==> src/rtl/set_assoc_cache_tag_lookup_macros.svh <==
// Assertion macros for the cache tag lookup block.
// Defining ASSERT_OFF turns every check into an empty statement.
`ifndef SET_ASSOC_CACHE_TAG_LOOKUP_MACROS_SVH
`define SET_ASSOC_CACHE_TAG_LOOKUP_MACROS_SVH
`ifndef ASSERT_OFF
`define SACL_ASSERT_IMPLIES(lbl, clk, rst_n, ante, cons) \
  lbl: assert property (@(posedge clk) disable iff (!rst_n) (ante) |-> (cons)) \
    else $error("same-cycle implication check failed");
`define SACL_ASSERT_NEXT(lbl, clk, rst_n, ante, cons) \
  lbl: assert property (@(posedge clk) disable iff (!rst_n) (ante) |=> (cons)) \
    else $error("next-cycle implication check failed");
`else
`define SACL_ASSERT_IMPLIES(lbl, clk, rst_n, ante, cons)
`define SACL_ASSERT_NEXT(lbl, clk, rst_n, ante, cons)
`endif
`endif

==> src/rtl/sacl_pkg.sv <==
package sacl_pkg;

  // Default geometry of the cache.
  localparam int WAYS_DEF        = 4;
  localparam int INDEX_BITS_DEF  = 6;
  localparam int OFFSET_BITS_DEF = 4;
  localparam int ADDR_BITS_DEF   = 32;

  // Fixed field widths of the stream items.
  localparam int ADDRESS_W   = 32;
  localparam int WAY_FIELD_W = 2;
  localparam int COUNT_W     = 32;
  localparam int STAMP_W     = 64;
  localparam int OUT_TDATA_W = 72;

  // Depth of the queue between the front and the back.
  localparam int QUEUE_DEPTH = 2;

  typedef enum logic {
    POLICY_LRU = 1'b0,
    POLICY_RR  = 1'b1
  } sacl_policy_e;

  typedef enum logic [1:0] {
    ST_CLEAR,
    ST_IDLE,
    ST_EVAL
  } sacl_state_e;

  typedef struct packed {
    logic clearing;
    logic commit;
  } back_status_t;

  function automatic int at_least_one(input int value);
    return (value < 1) ? 1 : value;
  endfunction

  function automatic int eff_addr_w(input int addr_bits);
    return (addr_bits < ADDRESS_W) ? addr_bits : ADDRESS_W;
  endfunction

endpackage

==> src/rtl/sacl_queue.sv <==
module sacl_queue #(
  parameter int WIDTH = 8
) (
  input  logic             clk_i,
  input  logic             rst_ni,
  input  logic             push_valid_i,
  output logic             push_ready_o,
  input  logic [WIDTH-1:0] push_data_i,
  output logic             pop_valid_o,
  input  logic             pop_ready_i,
  output logic [WIDTH-1:0] pop_data_o
);

  localparam int DEPTH = sacl_pkg::QUEUE_DEPTH;
  localparam int PTR_W = sacl_pkg::at_least_one($clog2(DEPTH));
  localparam int CNT_W = $clog2(DEPTH + 1);

  logic [WIDTH-1:0] entry_q [DEPTH];
  logic [PTR_W-1:0] wr_ptr_q, wr_ptr_d, rd_ptr_q, rd_ptr_d;
  logic [CNT_W-1:0] count_q, count_d;
  logic             push, pop;

  assign push_ready_o = (count_q != CNT_W'(DEPTH));
  assign pop_valid_o  = (count_q != '0);
  assign pop_data_o   = entry_q[rd_ptr_q];
  assign push         = push_valid_i && push_ready_o;
  assign pop          = pop_valid_o && pop_ready_i;

  always_comb begin
    wr_ptr_d = wr_ptr_q;
    rd_ptr_d = rd_ptr_q;
    count_d  = count_q;
    if (push) begin
      wr_ptr_d = (wr_ptr_q == PTR_W'(DEPTH - 1)) ? '0 : wr_ptr_q + 1'b1;
    end
    if (pop) begin
      rd_ptr_d = (rd_ptr_q == PTR_W'(DEPTH - 1)) ? '0 : rd_ptr_q + 1'b1;
    end
    if (push && !pop) begin
      count_d = count_q + 1'b1;
    end else if (pop && !push) begin
      count_d = count_q - 1'b1;
    end
  end

  always_ff @(posedge clk_i or negedge rst_ni) begin
    if (!rst_ni) begin
      wr_ptr_q <= '0;
      rd_ptr_q <= '0;
      count_q  <= '0;
    end else begin
      wr_ptr_q <= wr_ptr_d;
      rd_ptr_q <= rd_ptr_d;
      count_q  <= count_d;
    end
  end

  always_ff @(posedge clk_i) begin
    if (push) begin
      entry_q[wr_ptr_q] <= push_data_i;
    end
  end

endmodule

==> config.mk <==
export PLATFORM = sky130hd
export DESIGN_NAME = sacl_queue
export DESIGN_NICKNAME = d
export VERILOG_FILES = /design/src/rtl/set_assoc_cache_tag_lookup_macros.svh /design/src/rtl/sacl_pkg.sv /design/src/rtl/sacl_queue.sv
export SDC_FILE = /design/constraint.sdc
export NUM_CORES = 1
export LEC_CHECK = 0
export ABC_CLOCK_PERIOD_IN_PS = 2900
export BUFFER_PORTS_ARGS = -buffer_cell sky130_fd_sc_hd__buf_2
export CAP_MARGIN = 40
export CORE_MARGIN = 4
export CORE_UTILIZATION = 52
export DETAILED_ROUTE_END_ITERATION = 6
export PLACE_DENSITY = 0.8
export SLEW_MARGIN = 20
export SYNTH_ARGS = -nofsm -noshare
export SYNTH_HDL_FRONTEND = slang
export SYNTH_SLANG_ARGS = --single-unit
export TNS_END_PERCENT = 30
==> constraint.sdc <==
create_clock -name clk_i -period 2.9 [get_ports clk_i]
set_clock_uncertainty 0.15 [all_clocks]
set_input_delay 0 -clock clk_i [delete_from_list [all_inputs] [get_ports clk_i]]
set_output_delay 0 -clock clk_i [all_outputs]
set_load 0.03 [all_outputs]
==> results by group <==
Cells and area
  • P&R area growth vs syn: 33.7%
  • Share of post-route cells with drive strength above 1: 44.3%
  • FILL cells: 84
  • Net count, final: 93
  • Register cell area after layout: 581 sq um
  • Ant diodes: 0
  • Multi-input gate area: 198 sq um

Clocking
  • Clk_lat worst skew: 0.28 ns
  • Clock Root Buffer: clkbuf_4
  • Clk buf depth: 2
  • Clk pin slew, worst setup/hold paths: 0.11 ns
  • TritonCTS clock tree: done
  • H-tree depth: 1
  • Total setup buffers inserted after CTS: 0
  • Sinks on Clock Net: 20
  • Num CTS Buffers: 3

Critical path
  • Max stage delay on crit path: 0.51 ns
  • Crit Path Class: reg2reg
  • Crit-path cells: nand2b_4, nand2_1, nor2_1
  • Reg-to-reg setup timing slack: 1.22 ns
  • WP data arrival: 1.45 ns
  • CP Max Fanout: 8
  • CP required: 2.67 ns
  • Crit path capture type: flip-flop
  • Crit. Startpoint: count_q[0]
  • R2R Path Start: count_q[0]
  • Slowest CP cell: nor2_1
  • CP delay by family, top: simple AND/OR/NAND/NOR gates
  • Crit start category: flip-flop
  • Crit path buf inv count: 0

Placement
  • Routability cong.: 0.654
  • Post-DP HPWL: 891 um
  • Buffers on Ports: 21
  • Post-place setup slack: 1.22 ns

Yosys
  • Ys Warns: 0
  • Sequential share of the synthesized area: 73.8%
  • Synth Instances: 43
  • Yosys cell types: 14
  • Synth Net Count: 56
  • Synth Register Bits: 20
  • Mapped Area: 787 sq um
  • Syn Area/Cell: 18.3 sq um

Global route
  • Antenna violations before repair: 0
  • Tot GR Track Use: 13.5%
  • Vias in the first global route: 476
  • First-pass GRT wire length: 2050 um
  • GRT overflow: 0
  • Pin count of the biggest net entering global routing: 12

Timing
  • Part of the cycle the worst path needs: 57.8%
  • Relative slew margins: 57.2%
  • Final TNS setup: 0 ns
  • Setup ws final: 1.22 ns
  • Final setup fails: 0
  • Max Slew Vio Count: 0
  • RSZ-0062 raised after global routing: false
  • Final Hold Fails: 0
  • Min Tclk post-route: 1.68 ns
  • Worst Max-Slew Pin Slew: 0.640 ns
  • Fmax: 0.596 GHz

Floorplanning
  • Starting density of the core: 57.6%
  • Die area: 2200 sq um
  • Die Wd: 46.9 um
  • Die Y: 46.9 um
  • Core area: 1370 sq um
  • IO Count: 22
  • Row Count: 13

Route
  • Drt drc: 0
  • Via count: 457
  • Final wirelength: 1280 um
  • DRT antenna net count: 0
  • First-pass detailed-route iteration total: 2
  • Vias per cell: 4.86
  • Initial DRC count: 2
  • Avg WL per Cell: 13.6 um

Status
  • Status: completed

Pwr
  • Power Dens Cells: 965 nW/um^2
  • Peak supply drop: 0.613 mV
  • P_leak: 0.434 nW

Hold path
  • Worst hold-check path type: in2reg
  • HP Start: push_data_i[7]

Flow run
  • Max cap viols: 0
cell families (layout without fill, tap and decap cells):
group         count (synthesis)  after routing  share of synthesized area [%]
simple gates                  7              7                           6.52
flops                        20             20                           73.8
mux                           8              8                           11.4
buf+inv                       2             38                           1.11
fa+ha+maj                     1              1                           1.59
xor+xnor                      5              5                           5.57
power by group:
group	switching [W]	leakage, nW	internal [W]
sequential	0.0000592	0.195	0.000402
clock	0.0000736	0.0150	0.0000533
combinational	0.000248	0.223	0.000180
worst register-to-register path, stage by stage (launching register included):
cell,delay (ns)
dfrtp_1,0.42
nand2b_4,0.15
nand2_1,0.09
nor2_1,0.51
final timing paths:
check,to,cells past startpoint
max reg2reg,entry_q[0][4],3
min reg2reg,wr_ptr_q,1
min in group asynchronous,rd_ptr_q,3
max in group asynchronous,count_q[0],3
max,entry_q[0][4],3
min,entry_q[0][7],2
per-stage QoR:
| step | hold WS, ns | total power [W] | instances | utilization [%] | area, sq um |
|---|---|---|---|---|---|
| floorplan | -0.446 | 0.000787 | 43 | - | 787 |
| global placement | -0.338 | 0.000879 | 78 | 66.3 | 906 |
| detailed placement | -0.335 | 0.000890 | 78 | 66.3 | 906 |
| CTS | 0.271 | 0.00103 | 94 | 77.0 | 1050 |
| global route | 0.284 | 0.00107 | 94 | 77.0 | 1050 |
| finish | 0.283 | 0.00102 | 94 | 77.0 | 1050 |
state kept, by name, summed over array words and instances (netlist names):
signal,flops
wr_ptr_q,1
count_q,2
rd_ptr_q,1
entry_q,16
cell usage in the layout (no fill, tap or decap):
cell type and n:
inv_1 1, clkbuf_4 3, dfrtp_1 4, nand2_1 1
buf_2 21, nand2b_4 1, nor2_1 2, nand2_4 1
or2_4 1, mux2_2 8, clkbuf_1 1, xnor2_1 3
edfxtp_1 16, ha_1 1, dlygate4sd3_1 12, and3_1 1
xor2_1 2
cell type report:
| cell class | count | area share (%) |
|---|---|---|
| Inverter | 1 | 0.357 |
| Tap cell | 15 | 1.78 |
| Timing Repair Buffer | 33 | 21.4 |
| Sequential cell | 20 | 55.2 |
| Clock buffer | 4 | 2.50 |
| Multi-Input combinational cell | 21 | 18.8 |
routing by layer:
metal / track usage (%) / up-vias / wire, um
li1: - / 229 / -
met1: 17.3 / 216 / 561
met2: 24.7 / 12 / 672
met3: 2.30 / 0 / 42
met4: 1.66 / 0 / 0
met5: 0 / - / 0
synthesized netlist by cell type:
| cell type | number | share of area (%) |
|---|---|---|
| or2_4 | 1 | 1.1 |
| ha_1 | 1 | 1.6 |
| nor2_1 | 2 | 0.95 |
| xor2_1 | 2 | 2.2 |
| nand2b_4 | 1 | 1.7 |
| dfrtp_1 | 4 | 13 |
| edfxtp_1 | 16 | 61 |
| inv_1 | 1 | 0.48 |
| buf_2 | 1 | 0.64 |
| and3_1 | 1 | 0.80 |
| nand2_4 | 1 | 1.4 |
| xnor2_1 | 3 | 3.3 |
| nand2_1 | 1 | 0.48 |
| mux2_2 | 8 | 11 |
what timing repair did:
| action | in CTS | in global routing |
|---|---|---|
| endpoints found under the hold margin | 23 | 0 |
| hold buffers | 12 | 0 |
| resized for setup | 0 | 0 |
| endpoints found under the setup margin | 0 | 0 |
Power figures use the tool's default switching activity.
